$ cat src/design/cuc_pkg.sv
`timescale 1ns / 1ps
// ----------------------------------------------------------------------------
// cuc_pkg: shared types and constants of the compressed integer codec
// Lead byte marks, operation and result codes, decoder result struct.
// ----------------------------------------------------------------------------
package cuc_pkg;

	localparam logic       OP_ENCODE  = 1'b0;
	localparam logic       OP_DECODE  = 1'b1;

	localparam logic       KIND_BYTE  = 1'b0;
	localparam logic       KIND_VALUE = 1'b1;

	localparam logic [7:0] LEAD_ONE   = 8'h80;
	localparam logic [7:0] LEAD_TWO   = 8'h40;
	localparam logic [7:0] LEAD_FOUR  = 8'h20;
	localparam logic [7:0] LEAD_FIVE  = 8'h10;
	localparam logic [7:0] LOW_NIBBLE = 8'h0F;

	localparam logic [31:0] LIMIT_ONE  = 32'h0000_0080;
	localparam logic [31:0] LIMIT_TWO  = 32'h0000_4000;
	localparam logic [31:0] LIMIT_FOUR = 32'h2000_0000;

	// decoder lead formats
	localparam logic [1:0] FMT_NONE = 2'd0;
	localparam logic [1:0] FMT_TWO  = 2'd1;
	localparam logic [1:0] FMT_FOUR = 2'd2;
	localparam logic [1:0] FMT_FIVE = 2'd3;

	typedef struct packed {
		logic        emit;
		logic [31:0] value;
		logic        format_error;
	} cuc_dec_res_t;

endpackage

$ cat src/design/cuc_ifs.sv
`timescale 1ns / 1ps
// ----------------------------------------------------------------------------
// cuc_ifs: channel interfaces of the compressed integer codec
// Request, result and configuration write channels with valid/ready.
// ----------------------------------------------------------------------------
interface cuc_req_if;
	logic        valid;
	logic        ready;
	logic        op;
	logic [31:0] value;
	logic [7:0]  byte_in;

	modport source (output valid, op, value, byte_in, input ready);
	modport sink   (input valid, op, value, byte_in, output ready);
endinterface

interface cuc_rsp_if;
	logic        valid;
	logic        ready;
	logic        kind;
	logic [7:0]  byte_out;
	logic [31:0] value_out;
	logic        format_error;
	logic        last;

	modport source (output valid, kind, byte_out, value_out, format_error, last, input ready);
	modport sink   (input valid, kind, byte_out, value_out, format_error, last, output ready);
endinterface

interface cuc_cfg_if;
	logic valid;
	logic ready;
	logic tail_big_endian;

	modport source (output valid, tail_big_endian, input ready);
	modport sink   (input valid, tail_big_endian, output ready);
endinterface

$ cat src/design/cuc_enc.sv
`timescale 1ns / 1ps
// ----------------------------------------------------------------------------
// cuc_enc: encoder byte selector
// Builds the coded byte sequence of a value and picks the byte at an index.
// ----------------------------------------------------------------------------
module cuc_enc
	import cuc_pkg::*;
(
	input  logic [31:0] value,
	input  logic        tail_big_endian,
	input  logic [2:0]  idx,
	output logic [7:0]  byte_out,
	output logic        last
);

	logic [4:0][7:0] seq;
	logic [2:0]      count;

	always_comb begin
		seq = '0;
		if (value < LIMIT_ONE) begin
			count  = 3'd1;
			seq[0] = LEAD_ONE | value[7:0];
		end else if (value < LIMIT_TWO) begin
			count  = 3'd2;
			seq[0] = LEAD_TWO | {2'b00, value[13:8]};
			seq[1] = value[7:0];
		end else if (value < LIMIT_FOUR) begin
			count  = 3'd4;
			seq[0] = LEAD_FOUR | {3'b000, value[28:24]};
			seq[1] = value[23:16];
			seq[2] = tail_big_endian ? value[15:8] : value[7:0];
			seq[3] = tail_big_endian ? value[7:0]  : value[15:8];
		end else begin
			count  = 3'd5;
			seq[0] = LEAD_FIVE;
			seq[1] = tail_big_endian ? value[31:24] : value[7:0];
			seq[2] = tail_big_endian ? value[23:16] : value[15:8];
			seq[3] = tail_big_endian ? value[15:8]  : value[23:16];
			seq[4] = tail_big_endian ? value[7:0]   : value[31:24];
		end
	end

	always_comb begin
		case (idx)
			3'd0:    byte_out = seq[0];
			3'd1:    byte_out = seq[1];
			3'd2:    byte_out = seq[2];
			3'd3:    byte_out = seq[3];
			3'd4:    byte_out = seq[4];
			default: byte_out = '0;
		endcase
	end

	assign last = (idx == (count - 3'd1));

endmodule

$ cat src/design/cuc_dec.sv
`timescale 1ns / 1ps
// ----------------------------------------------------------------------------
// cuc_dec: decoder state and next-result logic
// Holds the running word and advances it by one coded byte per step.
// ----------------------------------------------------------------------------
module cuc_dec
	import cuc_pkg::*;
(
	input  logic         clk,
	input  logic         arst_n,
	input  logic         step,
	input  logic [7:0]   byte_in,
	input  logic         tail_big_endian,
	output cuc_dec_res_t res
);

	logic [2:0]  bytes_left_q,  bytes_left_d;
	logic [2:0]  tail_index_q,  tail_index_d;
	logic [1:0]  lead_format_q, lead_format_d;
	logic [31:0] acc_q,         acc_d;
	logic        pend_err_q,    pend_err_d;

	logic [2:0]  ti_clamp;
	logic [1:0]  pos;
	logic [1:0]  wmax;
	logic [31:0] acc_shift;

	always_comb begin
		bytes_left_d  = bytes_left_q;
		tail_index_d  = tail_index_q;
		lead_format_d = lead_format_q;
		acc_d         = acc_q;
		pend_err_d    = pend_err_q;
		res           = '0;
		wmax          = (lead_format_q == FMT_FOUR) ? 2'd1 : 2'd3;
		ti_clamp      = (tail_index_q > {1'b0, wmax}) ? {1'b0, wmax} : tail_index_q;
		pos           = tail_big_endian ? (wmax - ti_clamp[1:0]) : ti_clamp[1:0];
		acc_shift     = {24'b0, byte_in} << {pos, 3'b000};

		if (bytes_left_q == 3'd0) begin
			if (byte_in[7]) begin
				res = '{emit: 1'b1, value: {25'b0, byte_in[6:0]}, format_error: 1'b0};
			end else begin
				tail_index_d = 3'd0;
				pend_err_d   = 1'b0;
				if (byte_in[6]) begin
					acc_d         = {26'b0, byte_in[5:0]};
					lead_format_d = FMT_TWO;
					bytes_left_d  = 3'd1;
				end else if (byte_in[5]) begin
					acc_d         = {27'b0, byte_in[4:0]};
					lead_format_d = FMT_FOUR;
					bytes_left_d  = 3'd3;
				end else if (byte_in[4]) begin
					acc_d         = '0;
					lead_format_d = FMT_FIVE;
					bytes_left_d  = 3'd4;
					pend_err_d    = |(byte_in & LOW_NIBBLE);
				end else begin
					acc_d         = '0;
					lead_format_d = FMT_NONE;
					res = '{emit: 1'b1, value: 32'd0, format_error: 1'b1};
				end
			end
		end else begin
			if (lead_format_q == FMT_TWO ||
			    (lead_format_q == FMT_FOUR && bytes_left_q == 3'd3)) begin
				// plain byte right after the lead
				acc_d = (lead_format_q == FMT_FOUR) ? {acc_q[15:0], byte_in, 8'b0} << 8
				                                    : {acc_q[23:0], byte_in};
				tail_index_d = 3'd0;
			end else begin
				acc_d        = acc_q | acc_shift;
				tail_index_d = ti_clamp + 3'd1;
			end
			bytes_left_d = bytes_left_q - 3'd1;
			if (bytes_left_d == 3'd0) begin
				res = '{emit: 1'b1, value: acc_d, format_error: pend_err_q};
				pend_err_d    = 1'b0;
				tail_index_d  = 3'd0;
				lead_format_d = FMT_NONE;
			end
		end
	end

	always_ff @(posedge clk or negedge arst_n) begin
		if (!arst_n) begin
			bytes_left_q  <= '0;
			tail_index_q  <= '0;
			lead_format_q <= FMT_NONE;
			acc_q         <= '0;
			pend_err_q    <= 1'b0;
		end else if (step) begin
			bytes_left_q  <= bytes_left_d;
			tail_index_q  <= tail_index_d;
			lead_format_q <= lead_format_d;
			acc_q         <= acc_d;
			pend_err_q    <= pend_err_d;
		end
	end

endmodule

$ cat src/design/compressed_uint_codec_unit.sv
`timescale 1ns / 1ps
// ----------------------------------------------------------------------------
// compressed_uint_codec_unit: prefix-coded 32-bit unsigned integer codec
// Encodes values into 1, 2, 4 or 5 bytes and decodes a byte stream to values.
// ----------------------------------------------------------------------------
// Usage:
//   request: one request per valid/ready handshake. op 0 encodes value,
//     op 1 feeds one coded byte_in to the decoder.
//   result: coded bytes (kind 0, last on the final byte) or decoded values
//     (kind 1, format_error on a bad lead byte).
//   cfg: one write sets tail_big_endian; it is always ready. Write it only
//     while no request is in flight.
//   Path: a request is taken into the input register, and its first
//     result then passes to the result register.
//   Throughput: a decode byte or one-byte encode every cycle while result
//     does not stall; an encode holds the input register until all its
//     bytes (up to 5) are out; the result register takes one byte per cycle.
//   A decode byte that does not complete a word leaves without a result.
//   Reset clears the pipeline, the decoder state and tail_big_endian.
//   When result stalls, the result register holds and request.ready drops
//   once the input register also holds a request that needs a result.
// ----------------------------------------------------------------------------
module compressed_uint_codec_unit
	import cuc_pkg::*;
(
	input logic   clk,
	input logic   arst_n,
	cuc_req_if.sink   request,
	cuc_rsp_if.source result,
	cuc_cfg_if.sink   cfg
);

	logic         tbe_q;

	logic         s1_valid_q;
	logic         op_s1;
	logic [31:0]  value_s1;
	logic [7:0]   byte_s1;
	logic [2:0]   idx_q;

	logic         s2_valid_q;
	logic         kind_s2;
	logic [7:0]   byte_s2;
	logic [31:0]  value_s2;
	logic         err_s2;
	logic         last_s2;

	logic [7:0]   enc_byte;
	logic         enc_last;
	cuc_dec_res_t dec_res;

	logic         s2_free;
	logic         s1_emit;
	logic         s1_put;
	logic         s1_done;
	logic         dec_step;

	assign cfg.ready = 1'b1;

	always_ff @(posedge clk or negedge arst_n) begin
		if (!arst_n) begin
			tbe_q <= 1'b0;
		end else if (cfg.valid) begin
			tbe_q <= cfg.tail_big_endian;
		end
	end

	cuc_enc u_enc (
		.value           (value_s1),
		.tail_big_endian (tbe_q),
		.idx             (idx_q),
		.byte_out        (enc_byte),
		.last            (enc_last)
	);

	cuc_dec u_dec (
		.clk             (clk),
		.arst_n          (arst_n),
		.step            (dec_step),
		.byte_in         (byte_s1),
		.tail_big_endian (tbe_q),
		.res             (dec_res)
	);

	assign s2_free  = !s2_valid_q || result.ready;
	assign s1_emit  = (op_s1 == OP_ENCODE) || dec_res.emit;
	assign s1_put   = s1_valid_q && s1_emit && s2_free;
	assign s1_done  = s1_valid_q && ((op_s1 == OP_ENCODE) ? (s2_free && enc_last)
	                                                      : (!dec_res.emit || s2_free));
	assign dec_step = s1_done && (op_s1 == OP_DECODE);

	assign request.ready = !s1_valid_q || s1_done;

	// input register
	always_ff @(posedge clk or negedge arst_n) begin
		if (!arst_n) begin
			s1_valid_q <= 1'b0;
			idx_q      <= '0;
		end else begin
			if (request.ready) begin
				s1_valid_q <= request.valid;
			end
			if (s1_done) begin
				idx_q <= '0;
			end else if (s1_put) begin
				idx_q <= idx_q + 3'd1;
			end
		end
	end

	always_ff @(posedge clk) begin
		if (request.valid && request.ready) begin
			op_s1    <= request.op;
			value_s1 <= request.value;
			byte_s1  <= request.byte_in;
		end
	end

	// result register
	always_ff @(posedge clk or negedge arst_n) begin
		if (!arst_n) begin
			s2_valid_q <= 1'b0;
		end else if (s1_put) begin
			s2_valid_q <= 1'b1;
		end else if (result.ready) begin
			s2_valid_q <= 1'b0;
		end
	end

	always_ff @(posedge clk) begin
		if (s1_put) begin
			if (op_s1 == OP_ENCODE) begin
				kind_s2  <= KIND_BYTE;
				byte_s2  <= enc_byte;
				value_s2 <= '0;
				err_s2   <= 1'b0;
				last_s2  <= enc_last;
			end else begin
				kind_s2  <= KIND_VALUE;
				byte_s2  <= '0;
				value_s2 <= dec_res.value;
				err_s2   <= dec_res.format_error;
				last_s2  <= 1'b1;
			end
		end
	end

	assign result.valid        = s2_valid_q;
	assign result.kind         = kind_s2;
	assign result.byte_out     = byte_s2;
	assign result.value_out    = value_s2;
	assign result.format_error = err_s2;
	assign result.last         = last_s2;

endmodule

$ cat src/flat_wrapper.sv
// flat-port wrapper written by rule: the top's interface ports become plain ports
module compressed_uint_codec_unit_flat import cuc_pkg::*;
  (clk, arst_n, request_valid, request_op, request_value, request_byte_in, request_ready, result_valid, result_kind, result_byte_out, result_value_out, result_format_error, result_last, result_ready, cfg_valid, cfg_tail_big_endian, cfg_ready);
  cuc_req_if request_i ();
  cuc_rsp_if result_i ();
  cuc_cfg_if cfg_i ();
  input logic clk;
  input logic arst_n;
  input wire logic [$bits(request_i.valid)-1:0] request_valid;
  input wire logic [$bits(request_i.op)-1:0] request_op;
  input wire logic [$bits(request_i.value)-1:0] request_value;
  input wire logic [$bits(request_i.byte_in)-1:0] request_byte_in;
  output wire logic [$bits(request_i.ready)-1:0] request_ready;
  output wire logic [$bits(result_i.valid)-1:0] result_valid;
  output wire logic [$bits(result_i.kind)-1:0] result_kind;
  output wire logic [$bits(result_i.byte_out)-1:0] result_byte_out;
  output wire logic [$bits(result_i.value_out)-1:0] result_value_out;
  output wire logic [$bits(result_i.format_error)-1:0] result_format_error;
  output wire logic [$bits(result_i.last)-1:0] result_last;
  input wire logic [$bits(result_i.ready)-1:0] result_ready;
  input wire logic [$bits(cfg_i.valid)-1:0] cfg_valid;
  input wire logic [$bits(cfg_i.tail_big_endian)-1:0] cfg_tail_big_endian;
  output wire logic [$bits(cfg_i.ready)-1:0] cfg_ready;
  assign request_i.valid = request_valid;
  assign request_i.op = request_op;
  assign request_i.value = request_value;
  assign request_i.byte_in = request_byte_in;
  assign request_ready = request_i.ready;
  assign result_valid = result_i.valid;
  assign result_kind = result_i.kind;
  assign result_byte_out = result_i.byte_out;
  assign result_value_out = result_i.value_out;
  assign result_format_error = result_i.format_error;
  assign result_last = result_i.last;
  assign result_i.ready = result_ready;
  assign cfg_i.valid = cfg_valid;
  assign cfg_i.tail_big_endian = cfg_tail_big_endian;
  assign cfg_ready = cfg_i.ready;
  compressed_uint_codec_unit u_core (.clk(clk), .arst_n(arst_n), .request(request_i), .result(result_i), .cfg(cfg_i));
endmodule
$ cat config.mk
export PLATFORM = sky130hd
export DESIGN_NAME = compressed_uint_codec_unit_flat
export DESIGN_NICKNAME = d
export VERILOG_FILES = /design/src/design/cuc_pkg.sv /design/src/design/cuc_ifs.sv /design/src/design/cuc_enc.sv /design/src/design/cuc_dec.sv /design/src/design/compressed_uint_codec_unit.sv /design/src/flat_wrapper.sv
export SDC_FILE = /design/constraint.sdc
export NUM_CORES = 1
export LEC_CHECK = 0
export BUFFER_PORTS_ARGS = -buffer_cell sky130_fd_sc_hd__buf_2
export CELL_PAD_IN_SITES_DETAIL_PLACEMENT = 0
export CELL_PAD_IN_SITES_GLOBAL_PLACEMENT = 1
export CORE_MARGIN = 2
export CORE_UTILIZATION = 48
export CTS_BUF_LIST = sky130_fd_sc_hd__clkbuf_4
export CTS_CLUSTER_DIAMETER = 120
export DETAILED_ROUTE_END_ITERATION = 8
export PLACE_DENSITY_LB_ADDON = 0.1
export SLEW_MARGIN = 20
export SYNTH_ARGS = -nofsm -noshare
export SYNTH_HDL_FRONTEND = slang
export SYNTH_HIERARCHICAL = 1
export SYNTH_SLANG_ARGS = --single-unit
$ cat constraint.sdc
create_clock -name clk -period 5.1 [get_ports clk]
set_clock_uncertainty 0.2 [all_clocks]
set_input_delay 1.53 -clock clk [delete_from_list [all_inputs] [get_ports clk]]
set_output_delay 1.53 -clock clk [all_outputs]
set_load 0.01 [all_outputs]
Word level (Yosys, flattened, before mapping)
Index checks and enable logic that the tools add are counted.
W data, S select, Z words.
{"block": "word_totals", "latch_bits": 0, "n_memories": 0, "word_cells": 122, "mem_bits_rw": 0, "ff_bits": 131, "output_inout_bits": 46, "inputBits": 47, "mem_bits_ro": 0}
{"block": "classes", "shift": 1, "n_mul": 0, "eq_ne": 10, "muxes": 58, "div": 0, "n_bitwise": 2, "magnitude_cmp": 4, "n_reduce_logical": 25, "addsub": 5}
{"cell": "$mux W34", "count": 6}
{"cell": "$mux W32", "count": 6}
{"cell": "$mux W8", "count": 8}
{"cell": "$mux W3", "count": 14}
{"cell": "$pmux W8 S5", "count": 1}
{"cell": "$lt A32 B15 Y1 const B", "count": 1}
{"cell": "$lt A32 B30 Y1 const B", "count": 1}
{"cell": "$lt A32 B8 Y1 const B", "count": 1}
{"cell": "$or A32 B32 Y32", "count": 1}
{"cell": "$shl A8 B5 Y32", "count": 1}
{"cell": "$mux W24", "count": 1}
{"cell": "$mux W16", "count": 1}
{"cell": "$mux W2", "count": 8}
{"cell": "$mux W1", "count": 11}
{"cell": "$eq A3 B2 Y1 const B", "count": 3}
{"cell": "$logic_not A3 Y1", "count": 3}
{"cell": "$logic_and A1 B1 Y1", "count": 7}
{"cell": "$add A3 B1 Y3 const B", "count": 2}
{"cell": "$mux W6", "count": 1}
{"cell": "$reduce_and A3 Y1", "count": 2}
{"cell": "$reduce_bool A2 Y1", "count": 3}
{"cell": "$sub A3 B1 Y3 const B", "count": 2}
{"cell": "$logic_or A1 B1 Y1", "count": 5}
{"cell": "$mux W5", "count": 1}
{"cell": "other kinds (13)", "count": 15}

Logic depth before layout (Yosys ltp)
Gate-level depths: netlist of run 1.
{"block": "logic_depth", "word_depth": 17, "ltp_mapped": 19, "depth_no_buf": 15}

By module
The synthesis of run 1 kept the hierarchy.
{"mod": "compressed_uint_codec_unit", "n_inst": 1, "area_per_inst_um2": 3135.5, "seq_area_each_um2": 2672.6, "cells_per_inst": 161}
{"mod": "cuc_dec", "n_inst": 1, "area_per_inst_um2": 2753.9, "seq_area_each_um2": 1026.0, "cells_per_inst": 313}
{"mod": "cuc_enc", "n_inst": 1, "area_per_inst_um2": 1527.7, "seq_area_each_um2": 0.0, "cells_per_inst": 232}

Worst setup path after synthesis of run 1
OpenSTA, ideal clock, no wires.
{"block": "synth_path", "path_type": "flip-flop to output port", "startpoint": "reg u_core.value_s1[13]", "endpoint": "out request_ready", "t_arrival_ps": 2519, "required_ps": 3370, "path_stages_with_launch": 11, "path_buffers": 0, "path_slack_ps": 851, "path_cell_list": "edfxtp_1 -> nor4_4 -> nand4_4 -> o31ai_1 -> inv_1 -> ha_1 -> xor2_1 -> o21ai_0 -> a211oi_1 -> a21oi_2 -> o21ai_2"}
{"block": "synth_via", "elab_chain_len": 10, "elab_cells_between_ends": 12, "classes_between": "1 x add/sub; 3 x order compare; 1 x eq/ne; 4 x mux; 3 x reduce/logical"}
{"element": "start: declaration", "line_no": "compressed_uint_codec_unit.sv:37", "rtl": "logic [31:0] value_s1;"}
{"element": "start signal: assignment", "line_no": "compressed_uint_codec_unit.sv:114", "rtl": "value_s1 <= request.value;"}
{"element": "$lt A32 B30 Y1", "line_no": "cuc_enc.sv:28", "rtl": "end else if (value < LIMIT_FOUR) begin"}
{"element": "$mux W1", "line_no": "cuc_enc.sv:28"}
{"element": "$mux W3", "line_no": "cuc_enc.sv:24", "rtl": "end else if (value < LIMIT_TWO) begin"}
{"element": "$mux W3 (*)", "line_no": "cuc_enc.sv:21", "rtl": "if (value < LIMIT_ONE) begin"}
{"element": "$sub A3 B1 Y3 (*)", "line_no": "cuc_enc.sv:55", "rtl": "assign last = (idx == (count - 3'd1));"}
{"element": "$eq A3 B3 Y1 (*)", "line_no": "cuc_enc.sv:55"}
{"element": "net u_core.enc_last", "line_no": "compressed_uint_codec_unit.sv:49", "rtl": "logic enc_last;"}
{"element": "$logic_and A1 B1 Y1 (*)", "line_no": "compressed_uint_codec_unit.sv:88", "rtl": "assign s1_done = s1_valid_q && ((op_s1 == OP_ENCODE) ? (s2_free && enc_last)"}
{"element": "$mux W1 (*)", "line_no": "compressed_uint_codec_unit.sv:88"}
{"element": "$logic_and A1 B1 Y1 (*)", "line_no": "compressed_uint_codec_unit.sv:88"}
{"element": "$logic_or A1 B1 Y1 (*)", "line_no": "compressed_uint_codec_unit.sv:92", "rtl": "assign request.ready = !s1_valid_q || s1_done;"}
{"element": "end: declaration", "line_no": "flat_wrapper.sv:13", "rtl": "output wire logic [$bits(request_i.ready)-1:0] request_ready;"}
Mark *: on every way through the listed nets, which the timed path passes. The rest lies on a longest branch.

Worst setup path in the final report of run 1
{"block": "layout_path", "startpoint": "reg u_core.value_s1[9]", "endpoint": "out request_ready"}
The elaborated chain is that of the path after synthesis.

==> out/summary.txt, run 1 <==
======================================================================================
Number of placement rows                                                            45
TritonCTS clock tree                                                              done
Outcome                                                                   finished, final reports clean
Nature of the critical path startpoint                                            flop
Portion of total power attributed to sequential cells                            43.1%
Classification of the worst-slack hold path                               flop to flop
Logic pwr share                                                                  41.4%
Post-synth ARST share                                                            35.9%
Average wire per cell in the routed design                                     21.5 um
Share of power burned in the clock network                                       15.6%
Detailed-route vias per instance                                                  6.35
Layout cell share with drive strength beyond 1                                   24.7%
Cell count after synthesis                                                         706
Switching portion of total power                                                 41.5%
Count of distinct cell types in the synthesized netlist                             82
Die H                                                                           128 um
Clock slew at the register clock pins of the worst setup and hold paths         110 ps
Kind of critical path                                                     flop to primary output
Number of primary I/O pins                                                          93
Die width                                                                       128 um
Overflow left after global routing                                                   0
Internal power                                                                 2360 uW
Total core area                                                              15100 um2
Mapped Area                                                                   7420 um2
Deepest clock path buffer count                                                      2
CP max FO                                                                            5
RSZ-0062 raised after global routing                                              true
Violation count after the first detailed-route iteration                           738
Quantity of hold-fixing buffers added after cts                                      0
Number of warnings printed during yosys synthesis                                    6
Net count, final                                                                   848
Worst ir drop on vdd                                                          0.289 mV
Synth top area cells                                                      sky130_fd_sc_hd__edfxtp_1 34%, sky130_fd_sc_hd__dfrtp_1 16%, sky130_fd_sc_hd__and2_1 3.5%, sky130_fd_sc_hd__nand2_1 3.4%, sky130_fd_sc_hd__o21ai_0 2.4%
Static Leak                                                                 0.00329 uW
Endpoint of the worst hold path                                           u_core/u_dec/acc_q[31]
Uppermost metal layer occupied by signal nets                                     met4
Syn Nets                                                                           760
Amount of wire on met2 after detailed routing                                  9230 um
Number of enable-type register cells in the synthesized netlist                     84
Number of global-route vias before repair                                         5890
Via Count                                                                         6321
Area added between synthesis and finish                                          13.1%
Sequential-to-total area share from yosys stat                                   49.9%
Total track usage                                                                26.3%
Total CTS buffers                                                                   17
Clock latency on the worst-skew pair                                            540 ps
HPWL after detailed placement                                                 14700 um
Cell chosen for the clock root                                            sky130_fd_sc_hd__clkbuf_4
Worst rel slew slack                                                             34.4%
Critical register-to-register path startpoint                             u_core/value_s1[9]
Data required time at the worst endpoint                                       3370 ps
Primary FF master, synth                                                  sky130_fd_sc_hd__edfxtp_1
Fraction of post-synthesis cell area in the top cell type by area                34.0%
Post-Route M1 WL                                                               9670 um
Wire length after detailed routing                                            21400 um
Final hold violation count                                                           0
TritonCTS Sinks                                                                    131
Maximum level of the CTS H-tree                                                      4
Crit path DAT                                                                  3180 ps
Minimum setup slack among reg-to-reg paths                                      870 ps
Worst slew pin tran                                                             979 ps
Global-route wire length before repair                                        33100 um
Post-synthesis area per instance                                              10.5 um2
Source of the worst hold timing path                                      u_core/u_dec/acc_q[31]
WL met3                                                                        2230 um
Starting density of the core                                                     49.0%
Antenna violations before repair                                                     1
Share of the clock period used by the worst path after layout                    96.4%
CP Capture Type                                                           primary output
Remaining routing DRC violations                                                     0
Weighted congestion at the end of routability-driven global placement            0.972
Final core occ                                                                   55.4%
Worst r2r path cells                                                                15
Max-slew violations                                                                  0
Power density over the cells                                                481 nW/um2
Count of cells along the worst hold path                                             2
Min Clock Period, post-route                                                   4910 ps
Number of routed nets with antenna violations                                        0
Maximum number of pins on one net before global-route repair                        48
Max Freq                                                                     0.203 GHz
Max-cap check violation count                                                        0
Sum Neg Setup Slack                                                               0 ps
Yosys top cell by area                                                    sky130_fd_sc_hd__edfxtp_1
Number of register bits inferred by synthesis                                      131
Iteration count of the initial detailed-routing pass                                 6
IO buf count                                                                        91
Switching power                                                                1670 uW
Worst R2R End                                                             u_core/u_dec/acc_q[9]
Die area                                                                     16500 um2
Final setup violation count                                                          0
======================================================================================
-- area by class of cell --
| class | instances | area (um2) |
|---|---|---|
| fillers | 1355 | 6760 |
| flip-flops and latches | 131 | 3700 |
| multi-input cells | 506 | 3460 |
| repair buffers | 123 | 698 |
| well taps | 188 | 235 |
| clock buffers | 20 | 150 |
| clock inverters | 12 | 93.8 |
| inverters | 15 | 56.3 |
| diodes | 1 | 2.50 |
-- metrics by stage --
stage / std cells / total power, uW / area [um2] / worst slack, ps / hold slack, ps
2_1_floorplan: 706 / 2840 / 7420 / 851 / 249
4_1_cts: 982 / 4000 / 8230 / 18.8 / 298
3_3_place_gp: 949 / 3330 / 7970 / 506 / 261
6_report: 996 / 4040 / 8390 / 185 / 299
3_5_place_dp: 949 / 3370 / 7970 / 494 / 273
5_1_grt: 996 / 4290 / 8390 / -42.1 / 322
-- cell usage after synthesis (5+ instances only) --
cell type	instances
sky130_fd_sc_hd__o21ai_0	36
sky130_fd_sc_hd__nand3_1	31
sky130_fd_sc_hd__a211oi_1	6
sky130_fd_sc_hd__nand3b_1	5
sky130_fd_sc_hd__nor4_1	6
sky130_fd_sc_hd__nand2b_1	10
sky130_fd_sc_hd__nor3_1	20
sky130_fd_sc_hd__ha_1	7
sky130_fd_sc_hd__a21oi_1	21
sky130_fd_sc_hd__o21ai_1	8
sky130_fd_sc_hd__nor2b_1	9
sky130_fd_sc_hd__a222oi_1	7
sky130_fd_sc_hd__clkbuf_1	23
sky130_fd_sc_hd__mux2i_1	12
sky130_fd_sc_hd__and3_1	12
sky130_fd_sc_hd__nor2_1	33
sky130_fd_sc_hd__buf_4	6
sky130_fd_sc_hd__and2_1	41
sky130_fd_sc_hd__a311oi_1	9
sky130_fd_sc_hd__mux2_2	9
sky130_fd_sc_hd__a221o_1	8
sky130_fd_sc_hd__dfrtp_1	47
sky130_fd_sc_hd__o32ai_1	9
sky130_fd_sc_hd__a31oi_1	18
sky130_fd_sc_hd__edfxtp_1	84
sky130_fd_sc_hd__inv_1	15
sky130_fd_sc_hd__buf_2	20
sky130_fd_sc_hd__buf_6	5
sky130_fd_sc_hd__a22o_1	14
sky130_fd_sc_hd__and3b_1	5
sky130_fd_sc_hd__o31ai_1	11
sky130_fd_sc_hd__nand2_1	67
-- cells in the final DEF (no fill, tap or decap), types with 8 or more instances in the layout --
master and count:
sky130_fd_sc_hd__and3_1 12, sky130_fd_sc_hd__o21ai_1 11, sky130_fd_sc_hd__o31ai_1 10, sky130_fd_sc_hd__nand2_1 66
sky130_fd_sc_hd__nor3_1 17, sky130_fd_sc_hd__mux2_2 9, sky130_fd_sc_hd__a221o_1 8, sky130_fd_sc_hd__buf_4 33
sky130_fd_sc_hd__nor2b_1 9, sky130_fd_sc_hd__edfxtp_1 84, sky130_fd_sc_hd__a311oi_1 9, sky130_fd_sc_hd__mux2i_1 12
sky130_fd_sc_hd__a21oi_1 21, sky130_fd_sc_hd__inv_1 13, sky130_fd_sc_hd__dfrtp_1 47, sky130_fd_sc_hd__o21ai_0 32
sky130_fd_sc_hd__nand3_1 31, sky130_fd_sc_hd__a31oi_1 18, sky130_fd_sc_hd__clkbuf_4 20, sky130_fd_sc_hd__nand2b_1 10
sky130_fd_sc_hd__a22o_1 14, sky130_fd_sc_hd__o32ai_1 9, sky130_fd_sc_hd__buf_2 90, sky130_fd_sc_hd__nor2_1 32
sky130_fd_sc_hd__and2_1 40
-- worst max-delay path, stage by stage (launching register included) --
cell                       delay [ps]
sky130_fd_sc_hd__edfxtp_1         520
sky130_fd_sc_hd__nor4_4           390
sky130_fd_sc_hd__nand4_4          180
sky130_fd_sc_hd__o31ai_4          230
sky130_fd_sc_hd__inv_2             70
sky130_fd_sc_hd__ha_4             260
sky130_fd_sc_hd__xor2_1           130
sky130_fd_sc_hd__o21ai_1          100
sky130_fd_sc_hd__a211oi_2         310
sky130_fd_sc_hd__a21oi_2          120
sky130_fd_sc_hd__o21ai_2          180
sky130_fd_sc_hd__buf_2            150
-- state kept, by name, indices dropped and copies added (netlist names), 2 cells and up --
signal / cells
u_core/u_dec/bytes_left_q: 3
u_core/u_dec/acc_q: 32
u_core/idx_q: 3
u_core/result.byte_out: 8
u_core/value_s1: 32
u_core/result.value_out: 32
u_core/u_dec/lead_format_q: 2
u_core/u_dec/tail_index_q: 3
u_core/byte_s1: 8
-- how the worst max path moves through the flow --
stage / start / endpoint / slack, ps / cells past startpoint
after floorplan: u_core/value_s1[13] / request_ready / 850 / 10
after global placement: u_core/value_s1[13] / request_ready / 510 / 11
after detailed placement: u_core/value_s1[13] / request_ready / 490 / 11
after CTS: u_core/value_s1[10] / request_ready / 20 / 11
after global routing: u_core/value_s1[9] / request_ready / -40 / 11
final: u_core/value_s1[9] / request_ready / 190 / 11
-- kinds of logic (layout without fill, tap and decap cells) --
kind of cell / count (synthesis) / in the layout / synth area share (%)
xor+xnor: 7 / 7 / 0.827
fa+ha+maj: 7 / 7 / 1.18
other cells: 1 / 2 / 0.0506
mux: 21 / 21 / 2.99
simple gates: 277 / 277 / 21.4
buf+inv: 69 / 170 / 4.64
flops: 131 / 131 / 49.9
compound gates: 193 / 193 / 19.0
-- power by group through the flow --
stage	clock network, uW	logic, uW	registers, uW
final	628	1670	1740
after global routing	696	1820	1770
after CTS	644	1620	1730
after detailed placement	0	1610	1750
after global placement	0	1580	1740
after floorplan	0	1110	1730
-- timing repair --
| item | 4_1_cts | 5_1_grt |
|---|---|---|
| buffers inserted | 1 | 13 |
| endpoints found under the setup margin | 1 | 1 |
| pin swaps | 0 | 7 |
| gates resized for setup | 1 | 11 |
-- routing by layer --
layer | vias up | GRT usage (%)
met5 | - | 0
met4 | 0 | 6.59
met3 | 26 | 7.76
met2 | 363 | 37.3
met1 | 3063 | 39.7
li1 | 2869 | -
No activity file was read; power rests on OpenSTA's default activity.
==> run 2: changes to the inputs <==
--- a/config.mk
+++ b/config.mk
@@ -9,8 +9,7 @@
 export CELL_PAD_IN_SITES_DETAIL_PLACEMENT = 0
 export CELL_PAD_IN_SITES_GLOBAL_PLACEMENT = 1
 export CORE_MARGIN = 2
-export CORE_UTILIZATION = 48
-export CTS_BUF_LIST = sky130_fd_sc_hd__clkbuf_4
+export CORE_UTILIZATION = 46
 export CTS_CLUSTER_DIAMETER = 120
 export DETAILED_ROUTE_END_ITERATION = 8
 export PLACE_DENSITY_LB_ADDON = 0.1
==> run 2 against run 1 <==
Combinational power hardly changed. Non-clock buffer count is 10 lower. Count of clock-buffer cells in the layout is 2 lower. Cell count is 1.7% higher. First-iteration DRC count is 8.1% lower. Critical path depth stayed put. Sequential cell count stayed put. Sequential share of layout area is 1.7 points lower. Cell area is 4.0% higher. Register-to-register slack worse by 170 ps. Critical path type unchanged. Largest power group unchanged.
==> out/summary.txt, run 2 (synthesis gave the netlist of run 1 again) <==
======================================================================================
Kind of cell adding the most delay to the critical path                   compound AO/OA/AOI/OAI gates
Placed cells                                                                       978   +3.1%
TritonCTS Sinks                                                                    131   unchanged
Portion of total power attributed to sequential cells                            36.4%   -6.7 points
Inserted Diodes                                                                      0   -1
Number of placement rows                                                            46   +2.2%
IO buf count                                                                        91   unchanged
Critical path buffers and inverters                                                  2   unchanged
Classification of the worst-slack hold path                               flop to flop
CP Capture Type                                                           primary output
Detailed-route vias per instance                                                  6.21   -2.2%
Power density over the cells                                                547 nW/um2   +14%
Max-cap check violation count                                                        0   unchanged
Min Clock Period, post-route                                                   4950 ps   +37.9 ps
Nature of the critical path startpoint                                            flop
Share of the clock period used by the worst path after layout                    97.1%   +0.74 points
Final Instance Count excl. Fillers                                                1013   +1.7%
Leading cell types in the layout, fill and taps excluded                  90 x sky130_fd_sc_hd__buf_2, 84 x sky130_fd_sc_hd__edfxtp_1, 67 x sky130_fd_sc_hd__nand2_1, 47 x sky130_fd_sc_hd__dfrtp_1, 40 x sky130_fd_sc_hd__and2_1
Kind of critical path                                                     flop to primary output
Weighted congestion at the end of routability-driven global placement            0.931   -4.2%
Cell chosen for the clock root                                            sky130_fd_sc_hd__clkbuf_16
Final setup violation count                                                          0   unchanged
Antenna violations before repair                                                     0   -1
Switching portion of total power                                                 37.5%   -3.9 points
Quantity of hold-fixing buffers added after cts                                      0   unchanged
Switching power                                                                1790 uW   +7.1%
Internal power                                                                 2980 uW   +26%
Most common cell after layout, fill and taps aside                        sky130_fd_sc_hd__buf_2
Worst slew pin tran                                                            1050 ps   +72.1 ps
Average wire per cell in the routed design                                     21.7 um   +0.83%
Via Count                                                                         6288   -0.52%
Clock slew at the register clock pins of the worst setup and hold paths          60 ps   -50 ps
Total CTS buffers                                                                   17   unchanged
CP max FO                                                                            5   unchanged
HPWL after detailed placement                                                 15200 um   +3.9%
Max Freq                                                                     0.202 GHz   -0.77%
Sum Neg Setup Slack                                                               0 ps   unchanged
Total of fill cells in the finished design                                        1391   +2.7%
Series of cell instances along the critical path                          nor4_4, nand4_4, o31ai_2, inv_1, ha_1, xor2_1, o21ai_0, a211oi_2, a21oi_2, o21ai_2, buf_2
Global-route wire length before repair                                        33800 um   +1.9%
Logic pwr share                                                                  34.9%   -6.5 points
Die area                                                                     17200 um2   +4.2%
Final hold violation count                                                           0   unchanged
Total core area                                                              15800 um2   +4.5%
Outcome                                                                   finished, final reports clean
Maximum level of the CTS H-tree                                                      4   unchanged
Die width                                                                       131 um   +2.1%
Total track usage                                                                26.4%   about the same
Maximum number of pins on one net before global-route repair                        48   unchanged
Static Leak                                                                 0.00344 uW   +4.3%
Deepest clock path buffer count                                                      2   unchanged
Worst rel slew slack                                                             29.5%   -4.9 points
Clock latency on the worst-skew pair                                            430 ps   -110 ps
Share of power burned in the clock network                                       28.7%   +13 points
Violation count after the first detailed-route iteration                           678   -8.1%
Number of global-route vias before repair                                         6016   +2.1%
Remaining routing DRC violations                                                     0   unchanged
Wire length after detailed routing                                            22000 um   +2.6%
Die H                                                                           131 um   +2.1%
Max-slew violations                                                                  0   unchanged
Cell with the largest stage delay on the worst path                       sky130_fd_sc_hd__edfxtp_1
RSZ-0062 raised after global routing                                             false
Layout cell share with drive strength beyond 1                                   23.5%   -1.2 points
Number of primary I/O pins                                                          93   unchanged
Area added between synthesis and finish                                          17.6%
Overflow left after global routing                                                   0   unchanged
Number of routed nets with antenna violations                                        0   unchanged
TritonCTS clock tree                                                              done
Starting density of the core                                                     46.9%   -2.1 points
Data required time at the worst endpoint                                       3370 ps   about the same
Net count, final                                                                   838   -1.2%
Stage delay of the slowest cell on the critical path                            470 ps   -50 ps
Worst ir drop on vdd                                                          0.309 mV   +7.0%
Crit path DAT                                                                  3220 ps   +40 ps
Iteration count of the initial detailed-routing pass                                 6   unchanged
======================================================================================
-- run 2: cell types whose count changed in the layout (fill, tap and decap cells not counted), sizes merged --
cell,change
clkbuf,-2
clkinv,-5
clkinvlp,-3
bufinv,+4
diode,-1
inv,+6
buf,-10
-- run 2: per-stage QoR --
step	util [%]	instance area, um2	power [uW]	hold WS, ps	worst slack [ps]
2_1_floorplan	-	7420	2840	249	851
3_3_place_gp	50.7	8030	3340	262	468
3_5_place_dp	50.7	8030	3380	269	427
4_1_cts	54.9	8680	4770	282	118
5_1_grt	55.1	8720	5040	306	5.34
6_report	55.1	8720	4770	280	147
-- run 2: routing by layer --
layer	vias to the layer above	global-route usage [%]	wire length (um)
li1	2861	-	-
met1	3059	39.3	10300
met2	324	37.8	9480
met3	44	5.21	1700
met4	0	10.2	477
met5	-	0	0
-- run 2: path summary, 6_finish.rpt --
path	cells after the start	to	slack [ps]	from
max reg2reg	15	u_core/u_dec/acc_q[10]	700	u_core/value_s1[10]
max	11	request_ready	150	u_core/value_s1[10]
max in group asynchronous	1	u_core/u_dec/acc_q[18]	3350	arst_n
min in group asynchronous	1	u_core/result.valid	920	arst_n
min	2	u_core/u_dec/acc_q[28]	280	u_core/u_dec/acc_q[28]
min reg2reg	2	u_core/u_dec/acc_q[28]	280	u_core/u_dec/acc_q[28]
-- run 2: power by group through the flow --
stage	combinational [uW]	sequential [uW]	clock, uW
6_report	1670	1740	1370
5_1_grt	1830	1770	1440
4_1_cts	1640	1730	1390
3_5_place_dp	1630	1750	0
3_3_place_gp	1610	1740	0
2_1_floorplan	1110	1730	0
-- run 2: area by class of cell --
type	count	area (um2)	share of cell area, %
clock buffer	18	429	4.92
clock inverter	14	224	2.57
inverter	15	56.3	0.645
multi-input combinational	506	3410	39.1
sequential	131	3700	42.4
tap	216	270	3.10
timing repair buffer	113	636	7.29
-- run 2: worst min-delay path: stages, from the launching register on --
cell and delay (ps):
sky130_fd_sc_hd__dfrtp_1 340, sky130_fd_sc_hd__nand2_1 50, sky130_fd_sc_hd__o31ai_1 50
-- run 2: repair_timing --
item                       4_1_cts  5_1_grt
gates resized for setup          1        3
pin swaps                        0        2
setup endpoints to repair        1        1
setup buffers                    0        3
cloned                           0        0
